<file path="config.mk">
export PLATFORM = sky130hd
export DESIGN_NAME = protobuf_read_reply_decoder_top_flat
export DESIGN_NICKNAME = d
export VERILOG_FILES = /design/src/rtl/core/rrd_pkg.sv /design/src/rtl/core/rrd_if.sv /design/src/rtl/core/rrd_parser.sv /design/src/rtl/core/rrd_emit.sv /design/src/rtl/core/protobuf_read_reply_decoder_top.sv /design/src/flat_wrapper.sv
export VERILOG_INCLUDE_DIRS = /design/src /design/src/rtl/core
export SDC_FILE = /design/constraint.sdc
export NUM_CORES = 1
export LEC_CHECK = 0
export BUFFER_PORTS_ARGS = -buffer_cell sky130_fd_sc_hd__buf_2
export CAP_MARGIN = 30
export CORE_ASPECT_RATIO = 0.8
export CORE_UTILIZATION = 58
export CTS_BUF_LIST = sky130_fd_sc_hd__clkbuf_4 sky130_fd_sc_hd__clkbuf_8 sky130_fd_sc_hd__clkbuf_16
export DETAILED_ROUTE_END_ITERATION = 8
export GPL_ROUTABILITY_DRIVEN = 1
export HOLD_SLACK_MARGIN = 0.03
export PLACE_DENSITY = 0.75
export REMOVE_ABC_BUFFERS = 1
export SYNTH_ARGS = -nofsm -noshare
export SYNTH_HDL_FRONTEND = slang
export SYNTH_SLANG_ARGS = --single-unit
</file>
<file path="constraint.sdc">
create_clock -name clk -period 5.5 [get_ports clk]
set_clock_uncertainty 0.1 [all_clocks]
set_input_delay 1.1 -clock clk [delete_from_list [all_inputs] [get_ports clk]]
set_output_delay 1.1 -clock clk [all_outputs]
set_load 0.005 [all_outputs]
</file>
<file path="src/rtl/core/protobuf_read_reply_decoder_top_assert.svh">
// Assertion macros for the read reply decoder.
// Each use sits on a line of its own, inside a module that has clk and arst_n.
`ifndef PROTOBUF_READ_REPLY_DECODER_TOP_ASSERT_SVH
`define PROTOBUF_READ_REPLY_DECODER_TOP_ASSERT_SVH
`ifndef SYNTH
// Check a property on every clock edge out of reset.
`define RRD_ASSERT(lbl, prop, msg) \
	lbl: assert property (@(posedge clk) disable iff (!arst_n) (prop)) else $error(msg);
// Check a property on every clock edge, reset included.
`define RRD_ASSERT_ALWAYS(lbl, prop, msg) \
	lbl: assert property (@(posedge clk) (prop)) else $error(msg);
`else
`define RRD_ASSERT(lbl, prop, msg)
`define RRD_ASSERT_ALWAYS(lbl, prop, msg)
`endif
`endif

</file>
<file path="src/rtl/core/rrd_pkg.sv">
`timescale 1ns / 1ps
`default_nettype none
package rrd_pkg;

	// Sizes
	localparam int VALUE_MAX   = 32;
	localparam int MESSAGE_MAX = 4096;

	localparam int DATA_W    = 8;
	localparam int STATUS_W  = 2;
	localparam int WORD_W    = 32;
	localparam int LENGTH_W  = 6;
	localparam int INDEX_W   = 5;
	localparam int ACC_W     = 64;
	localparam int GROUP_W   = 7;
	localparam int CNT_W     = 4;
	localparam int VARINT_MAX_BYTES = 10;
	localparam int TAG_SHIFT = 3;

	localparam int KW = $clog2(VALUE_MAX + 1);
	localparam int IW = $clog2(VALUE_MAX);
	localparam int AW = $clog2(2 * VALUE_MAX);
	localparam int BW = $clog2(MESSAGE_MAX);

	// Field classes
	localparam logic [1:0] FC_OTHER    = 2'd0;
	localparam logic [1:0] FC_ERROR    = 2'd1;
	localparam logic [1:0] FC_THROTTLE = 2'd2;
	localparam logic [1:0] FC_VALUE    = 2'd3;

	// Wire types
	localparam logic [2:0] WT_VARINT = 3'd0;
	localparam logic [2:0] WT_LEN    = 3'd2;

	// Status codes
	localparam logic [STATUS_W-1:0] ST_FAILED = 2'd3;
	localparam logic [WORD_W-1:0] ERR_LAST_KNOWN = 32'd2;

	typedef enum logic [2:0] {
		PH_TAG,
		PH_VALUE,
		PH_LEN,
		PH_PAYLOAD,
		PH_DRAIN,
		PH_STOPPED
	} phase_t;

	// Message summary handed over on the final byte
	typedef struct packed {
		logic                valid;
		logic [STATUS_W-1:0] status;
		logic [WORD_W-1:0]   throttle;
		logic                present;
		logic [KW-1:0]       len;
		logic                bank;
		logic                too_long;
		logic                stopped;
	} snap_t;

	// Value store write port
	typedef struct packed {
		logic              en;
		logic              bank;
		logic [AW-1:0]     addr;
		logic [DATA_W-1:0] data;
	} store_wr_t;

	// Readout status seen by the parser
	typedef struct packed {
		logic free;
		logic bank;
	} emit_stat_t;

	typedef struct packed {
		logic [STATUS_W-1:0] status_code;
		logic [WORD_W-1:0]   throttle_ms;
		logic                value_present;
		logic [LENGTH_W-1:0] value_length;
		logic [DATA_W-1:0]   value_byte;
		logic [INDEX_W-1:0]  byte_index;
		logic                value_too_long;
		logic                stopped_early;
		logic                last_result;
	} result_t;

endpackage
`default_nettype wire

</file>
<file path="src/rtl/core/rrd_if.sv">
`timescale 1ns / 1ps
`default_nettype none
// Byte stream channel
interface rrd_byte_if import rrd_pkg::*; ();
	logic              valid;
	logic              ready;
	logic [DATA_W-1:0] data_byte;
	logic              end_of_message;

	modport source (output valid, output data_byte, output end_of_message, input ready);
	modport sink (input valid, input data_byte, input end_of_message, output ready);
endinterface

// Result channel
interface rrd_result_if import rrd_pkg::*; ();
	logic                valid;
	logic                ready;
	logic [STATUS_W-1:0] status_code;
	logic [WORD_W-1:0]   throttle_ms;
	logic                value_present;
	logic [LENGTH_W-1:0] value_length;
	logic [DATA_W-1:0]   value_byte;
	logic [INDEX_W-1:0]  byte_index;
	logic                value_too_long;
	logic                stopped_early;
	logic                last_result;

	modport source (output valid, output status_code, output throttle_ms,
		output value_present, output value_length, output value_byte,
		output byte_index, output value_too_long, output stopped_early,
		output last_result, input ready);
	modport sink (input valid, input status_code, input throttle_ms,
		input value_present, input value_length, input value_byte,
		input byte_index, input value_too_long, input stopped_early,
		input last_result, output ready);
endinterface
`default_nettype wire

</file>
<file path="src/rtl/core/rrd_parser.sv">
`timescale 1ns / 1ps
`default_nettype none
module rrd_parser import rrd_pkg::*; (
	input  wire logic   clk,
	input  wire logic   arst_n,
	rrd_byte_if.sink    rx,
	input  emit_stat_t  stat,
	output store_wr_t   wr,
	output snap_t       snap
);

	phase_t              phase_q, phase_n;
	logic [ACC_W-1:0]    accum_q, accum_n, accum_v;
	logic [CNT_W-1:0]    cnt_q, cnt_n, cnt_inc;
	logic [1:0]          class_q, class_n;
	logic [BW-1:0]       left_q, left_n;
	logic                fits_q, fits_n;
	logic [KW-1:0]       len_q, len_n;
	logic                bank_q, bank_n;
	logic [KW-1:0]       clen_q, clen_n;
	logic [WORD_W-1:0]   err_q, err_n;
	logic [WORD_W-1:0]   thr_q, thr_n;
	logic                present_q, present_n;
	logic                long_q, long_n;
	logic                stop_q, stop_n;

	logic                fin_commit, fin_drop;
	logic [KW-1:0]       fin_len;
	logic [WORD_W-1:0]   fnum;
	logic [2:0]          wtype;
	logic                wr_req;
	logic [AW-1:0]       wr_addr;
	logic [KW-1:0]       idx;
	logic                accept;

	// Hold the byte while readout still needs the summary or the bank it would overwrite
	assign rx.ready = stat.free || !(rx.end_of_message || (wr_req && (!bank_q == stat.bank)));
	assign accept = rx.valid && rx.ready;

	// Fold the byte into the varint, seven bits per byte, one bit from the tenth
	always_comb begin
		accum_v = (cnt_q == '0) ? '0 : accum_q;
		for (int i = 0; i < VARINT_MAX_BYTES - 1; i++) begin
			if (cnt_q == CNT_W'(i)) begin
				accum_v[GROUP_W*i +: GROUP_W] = rx.data_byte[GROUP_W-1:0];
			end
		end
		if (cnt_q == CNT_W'(VARINT_MAX_BYTES - 1)) begin
			accum_v[ACC_W-1] = rx.data_byte[0];
		end
	end

	assign cnt_inc = cnt_q + CNT_W'(1);
	assign fnum    = accum_v[TAG_SHIFT +: WORD_W];
	assign wtype   = accum_v[2:0];
	assign idx     = len_q - KW'(left_q);
	assign wr_addr = AW'(idx) + (bank_q ? AW'(0) : AW'(VALUE_MAX));
	assign wr_req  = (phase_q == PH_PAYLOAD) && fits_q;

	// Next parse state
	always_comb begin
		phase_n    = phase_q;
		accum_n    = accum_q;
		cnt_n      = cnt_q;
		class_n    = class_q;
		left_n     = left_q;
		fits_n     = fits_q;
		len_n      = len_q;
		err_n      = err_q;
		thr_n      = thr_q;
		stop_n     = stop_q;
		fin_commit = 1'b0;
		fin_drop   = 1'b0;
		fin_len    = len_q;
		case (phase_q)
			PH_TAG, PH_VALUE, PH_LEN: begin
				accum_n = accum_v;
				if (!rx.data_byte[DATA_W-1]) begin
					cnt_n = '0;
					case (phase_q)
						PH_TAG: begin
							class_n = (fnum inside {[32'd1:32'd3]}) ? fnum[1:0] : FC_OTHER;
							if (wtype == WT_VARINT) begin
								phase_n = PH_VALUE;
							end else if (wtype == WT_LEN) begin
								phase_n = PH_LEN;
							end else begin
								phase_n = PH_STOPPED;
								stop_n  = 1'b1;
							end
						end
						PH_VALUE: begin
							if (class_q == FC_ERROR) begin
								err_n = accum_v[WORD_W-1:0];
							end else if (class_q == FC_THROTTLE) begin
								thr_n = accum_v[WORD_W-1:0];
							end
							phase_n = PH_TAG;
						end
						default: begin
							if (accum_v == '0) begin
								fin_commit = (class_q == FC_VALUE);
								fin_len    = '0;
								phase_n    = PH_TAG;
							end else if (accum_v >= ACC_W'(MESSAGE_MAX)) begin
								phase_n = PH_DRAIN;
							end else begin
								left_n  = accum_v[BW-1:0];
								fits_n  = (class_q == FC_VALUE) && (accum_v <= ACC_W'(VALUE_MAX));
								len_n   = accum_v[KW-1:0];
								phase_n = PH_PAYLOAD;
							end
						end
					endcase
				end else if (cnt_inc >= CNT_W'(VARINT_MAX_BYTES)) begin
					cnt_n   = '0;
					phase_n = PH_STOPPED;
					stop_n  = 1'b1;
				end else begin
					cnt_n = cnt_inc;
				end
			end
			PH_PAYLOAD: begin
				left_n = left_q - BW'(1);
				if (left_q == BW'(1)) begin
					fin_commit = fits_q;
					fin_drop   = (class_q == FC_VALUE) && !fits_q;
					phase_n    = PH_TAG;
				end
			end
			default: begin
			end
		endcase
	end

	// Commit or drop a finished field 3 payload
	always_comb begin
		bank_n    = bank_q;
		clen_n    = clen_q;
		present_n = present_q;
		long_n    = long_q;
		if (fin_commit) begin
			bank_n    = !bank_q;
			clen_n    = fin_len;
			present_n = 1'b1;
			long_n    = 1'b0;
		end else if (fin_drop) begin
			clen_n    = '0;
			present_n = 1'b0;
			long_n    = 1'b1;
		end
	end

	// Drive the store write and the message summary
	always_comb begin
		wr.en         = accept && wr_req;
		wr.bank       = !bank_q;
		wr.addr       = wr_addr;
		wr.data       = rx.data_byte;
		snap.valid    = accept && rx.end_of_message;
		snap.status   = (err_n <= ERR_LAST_KNOWN) ? err_n[STATUS_W-1:0] : ST_FAILED;
		snap.throttle = thr_n;
		snap.present  = present_n;
		snap.len      = clen_n;
		snap.bank     = bank_n;
		snap.too_long = long_n;
		snap.stopped  = stop_n;
	end

	// Advance on each accepted beat; start over after the final byte
	always_ff @(posedge clk or negedge arst_n) begin
		if (!arst_n) begin
			phase_q   <= PH_TAG;
			accum_q   <= '0;
			cnt_q     <= '0;
			class_q   <= FC_OTHER;
			left_q    <= '0;
			fits_q    <= 1'b0;
			len_q     <= '0;
			bank_q    <= 1'b0;
			clen_q    <= '0;
			err_q     <= '0;
			thr_q     <= '0;
			present_q <= 1'b0;
			long_q    <= 1'b0;
			stop_q    <= 1'b0;
		end else if (accept) begin
			bank_q <= bank_n;
			if (rx.end_of_message) begin
				phase_q   <= PH_TAG;
				accum_q   <= '0;
				cnt_q     <= '0;
				class_q   <= FC_OTHER;
				left_q    <= '0;
				fits_q    <= 1'b0;
				len_q     <= '0;
				clen_q    <= '0;
				err_q     <= '0;
				thr_q     <= '0;
				present_q <= 1'b0;
				long_q    <= 1'b0;
				stop_q    <= 1'b0;
			end else begin
				phase_q   <= phase_n;
				accum_q   <= accum_n;
				cnt_q     <= cnt_n;
				class_q   <= class_n;
				left_q    <= left_n;
				fits_q    <= fits_n;
				len_q     <= len_n;
				clen_q    <= clen_n;
				err_q     <= err_n;
				thr_q     <= thr_n;
				present_q <= present_n;
				long_q    <= long_n;
				stop_q    <= stop_n;
			end
		end
	end

endmodule
`default_nettype wire

</file>
<file path="src/rtl/core/rrd_emit.sv">
`timescale 1ns / 1ps
`default_nettype none
`include "protobuf_read_reply_decoder_top_assert.svh"
module rrd_emit import rrd_pkg::*; (
	input  wire logic    clk,
	input  wire logic    arst_n,
	input  store_wr_t    wr,
	input  snap_t        snap,
	output emit_stat_t   stat,
	rrd_result_if.source tx
);

	// Two banks of value bytes: one being filled, one committed
	logic [DATA_W-1:0] mem [2*VALUE_MAX];

	logic                busy_q;
	logic [KW-1:0]       k_q;
	logic [KW-1:0]       count_q;
	logic                bank_q;
	logic [KW-1:0]       len_q;
	logic                present_q;
	logic [STATUS_W-1:0] status_q;
	logic [WORD_W-1:0]   thr_q;
	logic                long_q;
	logic                stop_q;

	logic                s1_v_q;
	result_t             meta_s1;
	logic                zero_s1;
	logic [DATA_W-1:0]   rdata_s1;
	logic                out_v_q;
	result_t             out_q;

	logic                s1_move, rd_en, last_item;
	logic [AW-1:0]       raddr;
	result_t             meta_n;
	result_t             out_n;

	assign s1_move   = s1_v_q && (!out_v_q || tx.ready);
	assign rd_en     = busy_q && (!s1_v_q || s1_move);
	assign last_item = (KW'(k_q + KW'(1)) == count_q);
	assign raddr     = AW'(k_q) + (bank_q ? AW'(VALUE_MAX) : AW'(0));

	assign stat.free = !busy_q || (rd_en && last_item);
	assign stat.bank = bank_q;

	// Build the fields of the result being read
	always_comb begin
		meta_n.status_code    = status_q;
		meta_n.throttle_ms    = thr_q;
		meta_n.value_present  = present_q;
		meta_n.value_length   = present_q ? LENGTH_W'(len_q) : '0;
		meta_n.value_byte     = '0;
		meta_n.byte_index     = (present_q && len_q != '0) ? INDEX_W'(k_q) : '0;
		meta_n.value_too_long = long_q;
		meta_n.stopped_early  = stop_q;
		meta_n.last_result    = last_item;
	end

	// Store: write from the parser, registered read for the readout
	always_ff @(posedge clk) begin
		if (wr.en) begin
			mem[wr.addr] <= wr.data;
		end
		if (rd_en) begin
			rdata_s1 <= mem[raddr];
		end
	end

	// Run control: load a summary, step through its results
	always_ff @(posedge clk or negedge arst_n) begin
		if (!arst_n) begin
			busy_q <= 1'b0;
			k_q    <= '0;
		end else if (snap.valid) begin
			busy_q <= 1'b1;
			k_q    <= '0;
		end else if (rd_en) begin
			if (last_item) begin
				busy_q <= 1'b0;
			end
			k_q <= k_q + KW'(1);
		end
	end

	// Hold the summary of the run
	always_ff @(posedge clk) begin
		if (snap.valid) begin
			bank_q    <= snap.bank;
			len_q     <= snap.len;
			present_q <= snap.present;
			count_q   <= (snap.present && snap.len != '0) ? snap.len : KW'(1);
			status_q  <= snap.status;
			thr_q     <= snap.throttle;
			long_q    <= snap.too_long;
			stop_q    <= snap.stopped;
		end
	end

	// Read stage and output register valids
	always_ff @(posedge clk or negedge arst_n) begin
		if (!arst_n) begin
			s1_v_q  <= 1'b0;
			out_v_q <= 1'b0;
		end else begin
			if (rd_en) begin
				s1_v_q <= 1'b1;
			end else if (s1_move) begin
				s1_v_q <= 1'b0;
			end
			if (s1_move) begin
				out_v_q <= 1'b1;
			end else if (tx.ready) begin
				out_v_q <= 1'b0;
			end
		end
	end

	// Merge the store byte into the result fields
	always_comb begin
		out_n            = meta_s1;
		out_n.value_byte = zero_s1 ? '0 : rdata_s1;
	end

	// Advance payload through the read stage into the output register
	always_ff @(posedge clk) begin
		if (rd_en) begin
			meta_s1 <= meta_n;
			zero_s1 <= !(present_q && k_q < len_q);
		end
		if (s1_move) begin
			out_q <= out_n;
		end
	end

	assign tx.valid          = out_v_q;
	assign tx.status_code    = out_q.status_code;
	assign tx.throttle_ms    = out_q.throttle_ms;
	assign tx.value_present  = out_q.value_present;
	assign tx.value_length   = out_q.value_length;
	assign tx.value_byte     = out_q.value_byte;
	assign tx.byte_index     = out_q.byte_index;
	assign tx.value_too_long = out_q.value_too_long;
	assign tx.stopped_early  = out_q.stopped_early;
	assign tx.last_result    = out_q.last_result;

	`RRD_ASSERT(a_snap_when_free, snap.valid |-> stat.free, "summary loaded while run still reading")
	`RRD_ASSERT(a_no_bank_clash, (wr.en && busy_q && !(rd_en && last_item)) |-> (wr.bank != bank_q), "write into bank under readout")
	`RRD_ASSERT(a_run_ends, (rd_en && last_item && !snap.valid) |=> !busy_q, "run kept going past its last result")
	`RRD_ASSERT(a_count_bound, busy_q |-> (k_q < count_q), "result counter ran past run length")

endmodule
`default_nettype wire

</file>
<file path="src/rtl/core/protobuf_read_reply_decoder_top.sv">
`timescale 1ns / 1ps
`default_nettype none
// Channel   Role     Beat
// bytes     sink     one reply byte, end_of_message on the final one
// results   source   one result per value byte, at least one per message
//
// A byte is taken each cycle that ready is high; field decoding finishes in the
// cycle of its byte. After its final byte, the results of a message pass the run
// control, store read stage and output register, one per cycle while accepted.
// A final byte, or a field 3 payload byte aimed at the bank still being read,
// waits until the readout has issued its last store read.
// Reset clears parser and readout control; the value store holds no reset state.
module protobuf_read_reply_decoder_top import rrd_pkg::*; (
	input  wire logic    clk,
	input  wire logic    arst_n,
	rrd_byte_if.sink     bytes,
	rrd_result_if.source results
);

	emit_stat_t stat;
	store_wr_t  wr;
	snap_t      snap;

	rrd_parser u_parser (
		.clk    (clk),
		.arst_n (arst_n),
		.rx     (bytes),
		.stat   (stat),
		.wr     (wr),
		.snap   (snap)
	);

	rrd_emit u_emit (
		.clk    (clk),
		.arst_n (arst_n),
		.wr     (wr),
		.snap   (snap),
		.stat   (stat),
		.tx     (results)
	);

endmodule
`default_nettype wire

</file>
<file path="src/flat_wrapper.sv">
// flat-port wrapper written by rule: the top's interface ports become plain ports
module protobuf_read_reply_decoder_top_flat import rrd_pkg::*;
  (clk, arst_n, bytes_valid, bytes_data_byte, bytes_end_of_message, bytes_ready, results_valid, results_status_code, results_throttle_ms, results_value_present, results_value_length, results_value_byte, results_byte_index, results_value_too_long, results_stopped_early, results_last_result, results_ready);
  rrd_byte_if bytes_i ();
  rrd_result_if results_i ();
  input  wire logic clk;
  input  wire logic arst_n;
  input wire logic [$bits(bytes_i.valid)-1:0] bytes_valid;
  input wire logic [$bits(bytes_i.data_byte)-1:0] bytes_data_byte;
  input wire logic [$bits(bytes_i.end_of_message)-1:0] bytes_end_of_message;
  output wire logic [$bits(bytes_i.ready)-1:0] bytes_ready;
  output wire logic [$bits(results_i.valid)-1:0] results_valid;
  output wire logic [$bits(results_i.status_code)-1:0] results_status_code;
  output wire logic [$bits(results_i.throttle_ms)-1:0] results_throttle_ms;
  output wire logic [$bits(results_i.value_present)-1:0] results_value_present;
  output wire logic [$bits(results_i.value_length)-1:0] results_value_length;
  output wire logic [$bits(results_i.value_byte)-1:0] results_value_byte;
  output wire logic [$bits(results_i.byte_index)-1:0] results_byte_index;
  output wire logic [$bits(results_i.value_too_long)-1:0] results_value_too_long;
  output wire logic [$bits(results_i.stopped_early)-1:0] results_stopped_early;
  output wire logic [$bits(results_i.last_result)-1:0] results_last_result;
  input wire logic [$bits(results_i.ready)-1:0] results_ready;
  assign bytes_i.valid = bytes_valid;
  assign bytes_i.data_byte = bytes_data_byte;
  assign bytes_i.end_of_message = bytes_end_of_message;
  assign bytes_ready = bytes_i.ready;
  assign results_valid = results_i.valid;
  assign results_status_code = results_i.status_code;
  assign results_throttle_ms = results_i.throttle_ms;
  assign results_value_present = results_i.value_present;
  assign results_value_length = results_i.value_length;
  assign results_value_byte = results_i.value_byte;
  assign results_byte_index = results_i.byte_index;
  assign results_value_too_long = results_i.value_too_long;
  assign results_stopped_early = results_i.stopped_early;
  assign results_last_result = results_i.last_result;
  assign results_i.ready = results_ready;
  protobuf_read_reply_decoder_top u_core (.clk(clk), .arst_n(arst_n), .bytes(bytes_i), .results(results_i));
endmodule
</file>
==> flow_summary_export.csv <==
group,metric,value,unit
power_and_ir_drop,p_seq_frac,0.425,
power_and_ir_drop,power.switching,0.00615,W
floorplan,design.core.area,0.0601,mm2
yosys,syn_area,0.0355,mm2
sta,fmax,0.210,GHz
placed_design,gp_congestion,0.880,
global_route,antenna_found_initial,4,
yosys,ys.flop_type,"edfxtp_1",
critical_path,end_kind,"flip-flop",
sta,slew-limit-headroom,0.313,
sta,holdWs,309,ps
power_and_ir_drop,p_per_area,481,mW/mm2
yosys,avgSynthCellArea,14.5,um2
clocking,cts_setup_buffers,0,
placed_design,portBuffers,71,
route,post_drt_wl_per_cell,24.8,um
critical_path,worst_ep_arrival_time,5220,ps
sta,hold_violations,0,
critical_path,cp_max_fo,41,
sta,rsz0062_at_grt,"false",
floorplan,die_w,279,um
route,postRouteWirelength,82700,um
power_and_ir_drop,power.share.clock,0.297,
yosys,synth_area_leader_cell,"edfxtp_1",
yosys,synth_edf_count,677,
clocking,cts_made_buffers,82,
floorplan,pin_count,72,
critical_path,required,5960,ps
power_and_ir_drop,swShare,0.326,
global_route,grt_max_degree,124,
sta,fin_ws,743,ps
route,ant_nets,0,
critical_path,critPathKind,"reg2reg",
yosys,ys_ff_latch,852,
clocking,tritoncts,"done",
layout,area.growth.synth_to_final,10.7,%
clocking,post_cts_resized,0,
yosys,synth_area_leaders,"edfxtp_1, dfrtp_1, mux4_2",
layout,multi_input_area,0.0100,mm2
sta,min_period,4760,ps
yosys,ys_async_sr_fraction,0.205,
yosys,yosysWarnings,0,
yosys,yosys-top-cells-count,"edfxtp_1, nand2_1, nor2_1",
outcome,status,"finished clean",
yosys,ys_seq_area_frac,0.696,
floorplan,chipHeight,223,um
global_route,grt.overflow.total,0,
layout,fin_util,0.655,
sta,worstMarginPinSlew,1030,ps
layout,final_net_count,2522,
power_and_ir_drop,combinationalPowerShare,0.278,
job,cap_violations,0,
clocking,clock_latency,630,ps
sta,setup_viol,0,
yosys,synth.most_common_cell,"edfxtp_1",
power_and_ir_drop,ir_drop,589,uV
power_and_ir_drop,p_int,0.0127,W
clocking,h-tree-depth,3,
placed_design,hpwlAfterDp,51600,um
route,drc,0,
layout,layout.cells.non_filler,3337,
sta,final.period_utilization,0.865,
global_route,first_global_vias,21000,
clocking,clockBufferDepth,3,
route,drt_iter0_markers,3049,
yosys,ys_types,79,
layout,fill_cells,4065,
route,firstDrtPassIters,5,
clocking,root_buffer,"clkbuf_16",
placed_design,post-place-ws,821,ps
layout,drive_above_1_share,0.144,
placed_design,placed_cells,3182,
clocking,cts.clk_slew.worst_paths,60,ps
min_path,hold_path.class,"reg2reg",
clocking,cts.sinks,852,
layout,seq_area,0.0247,mm2
power_and_ir_drop,cellLeakagePower,14.1,nW
critical_path,startpoint_type,"flip-flop",
yosys,synth_cells,2442,
clocking,hold_buffers,0,
sta,finalMaxSlewViolations,0,
floorplan,std_cell_rows,80,
route,via_count,21700,
floorplan,start_util,0.591,
route,avgViaCountPerCell,6.51,
global_route,track_usage,0.269,
yosys,yosysTopAreaCellShare,0.573,
floorplan,die-area,0.0622,mm2
global_route,grt_pass1_wl,127000,um
-- layout by cell type, fill, tap and decap left out, drive strengths merged, types with 6 or more instances in the layout --
cell type and instances:
a2111oi 10, a21o 7, a21oi 63, a221oi 13, a22o 44, a22oi 29, a2bb2oi 14, a31oi 8
a32o 7, and2 29, and3 6, and3b 13, buf 113, bufinv 7, clkbuf 101, clkinv 38
dfrtp 175, edfxtp 677, ha 21, inv 40, mux2 19, mux2i 141, mux4 72, nand2 234
nand2b 7, nand3 60, nand4 12, nor2 187, nor2b 28, nor3 24, nor3b 6, nor4 21
o21ai 162, o221ai 32, o22ai 32, o311ai 14, o31ai 7, or3 12, xnor2 15, xor2 11
-- worst paths after layout --
| check | startpoint | to | slack [ps] | depth (start not counted) |
|---|---|---|---|---|
| max in group asynchronous | arst_n | u_core.u_parser.thr_q[25] | 3870 | 2 |
| min reg2reg | u_core.u_emit.meta_s1[52] | u_core.u_emit.tx.throttle_ms[29] | 310 | 0 |
| min | u_core.u_emit.meta_s1[52] | u_core.u_emit.tx.throttle_ms[29] | 310 | 0 |
| min in group asynchronous | arst_n | u_core.u_parser.thr_q[9] | 350 | 1 |
| max reg2reg | u_core.u_emit.k_q[0] | u_core.u_parser.accum_q[39] | 740 | 11 |
| max | u_core.u_emit.k_q[0] | u_core.u_parser.accum_q[39] | 740 | 11 |
-- cell type report --
| class | count | area share |
|---|---|---|
| Tap cell | 779 | 0.0248 |
| Timing Repair Buffer | 113 | 0.0182 |
| Antenna cell | 2 | 0.000127 |
| Clock inverter | 52 | 0.0120 |
| Inverter | 38 | 0.00363 |
| Multi-Input combinational cell | 1400 | 0.256 |
| Clock buffer | 101 | 0.0570 |
| Sequential cell | 852 | 0.629 |
-- critical path, cell delays in order (launching register included) --
cell     delay (ps)
dfrtp_4         680
ha_1            350
nor2b_1         170
or3_1           320
a31o_1          240
o41ai_2         390
buf_4           220
and2_1          170
buf_4           470
nand3_1         670
o21ai_0         670
a32o_1          220
-- flip-flops by register name, indices dropped and copies added, names as in the netlist, 2 cells and up --
signal,cells
u_core.u_emit.tx.byte_index,5
u_core.u_emit.rdata_s1,8
u_core.u_parser.accum_q,64
u_core.u_emit.tx.value_byte,8
u_core.u_emit.k_q,6
u_core.u_parser.phase_q,3
u_core.u_parser.left_q,12
u_core.u_emit.mem,512
u_core.u_parser.thr_q,32
u_core.u_parser.cnt_q,4
u_core.u_emit.tx.status_code,2
u_core.u_parser.clen_q,6
u_core.u_parser.class_q,2
u_core.u_emit.len_q,6
u_core.u_parser.len_q,6
u_core.u_emit.count_q,6
u_core.u_parser.err_q,32
u_core.u_emit.tx.value_length,6
u_core.u_emit.thr_q,32
u_core.u_emit.tx.throttle_ms,32
u_core.u_emit.status_q,2
u_core.u_emit.meta_s1,49
-- metrics by stage --
stage / instance area [um2] / power [W] / TNS, ps
global route: 39300 / 0.0196 / 0
global placement: 36600 / 0.0132 / 0
finish: 39300 / 0.0189 / 0
floorplan: 34900 / 0.0116 / -4122960
CTS: 39300 / 0.0189 / 0
detailed placement: 36600 / 0.0133 / 0
-- cells by family after synthesis --
logic type,after synthesis,synth area share
muxes,232,0.0915
adders and majority gates,22,0.00797
AOI/OAI and AO/OA,466,0.0889
and+or+nand+nor,654,0.0875
buffers and inverters,190,0.0216
DFF,852,0.696
xor gates and xnor gates,26,0.00642
-- layer usage --
layer | global-route usage | up-vias | wire, um
li1 | - | 9443 | -
met1 | 0.407 | 10900 | 34900
met2 | 0.406 | 1273 | 37800
met3 | 0.0551 | 148 | 8250
met4 | 0.0642 | 2 | 1740
met5 | 0 | - | 12
-- power by group through the flow --
stage | combinational [W] | clock, W | sequential [W]
2_1_floorplan | 0.00328 | 0 | 0.00834
3_5_place_dp | 0.00515 | 0 | 0.00815
3_3_place_gp | 0.00504 | 0 | 0.00812
5_1_grt | 0.00565 | 0.00591 | 0.00809
6_report | 0.00524 | 0.00561 | 0.00803
4_1_cts | 0.00518 | 0.00567 | 0.00803
(Power assumes the default switching activity.)
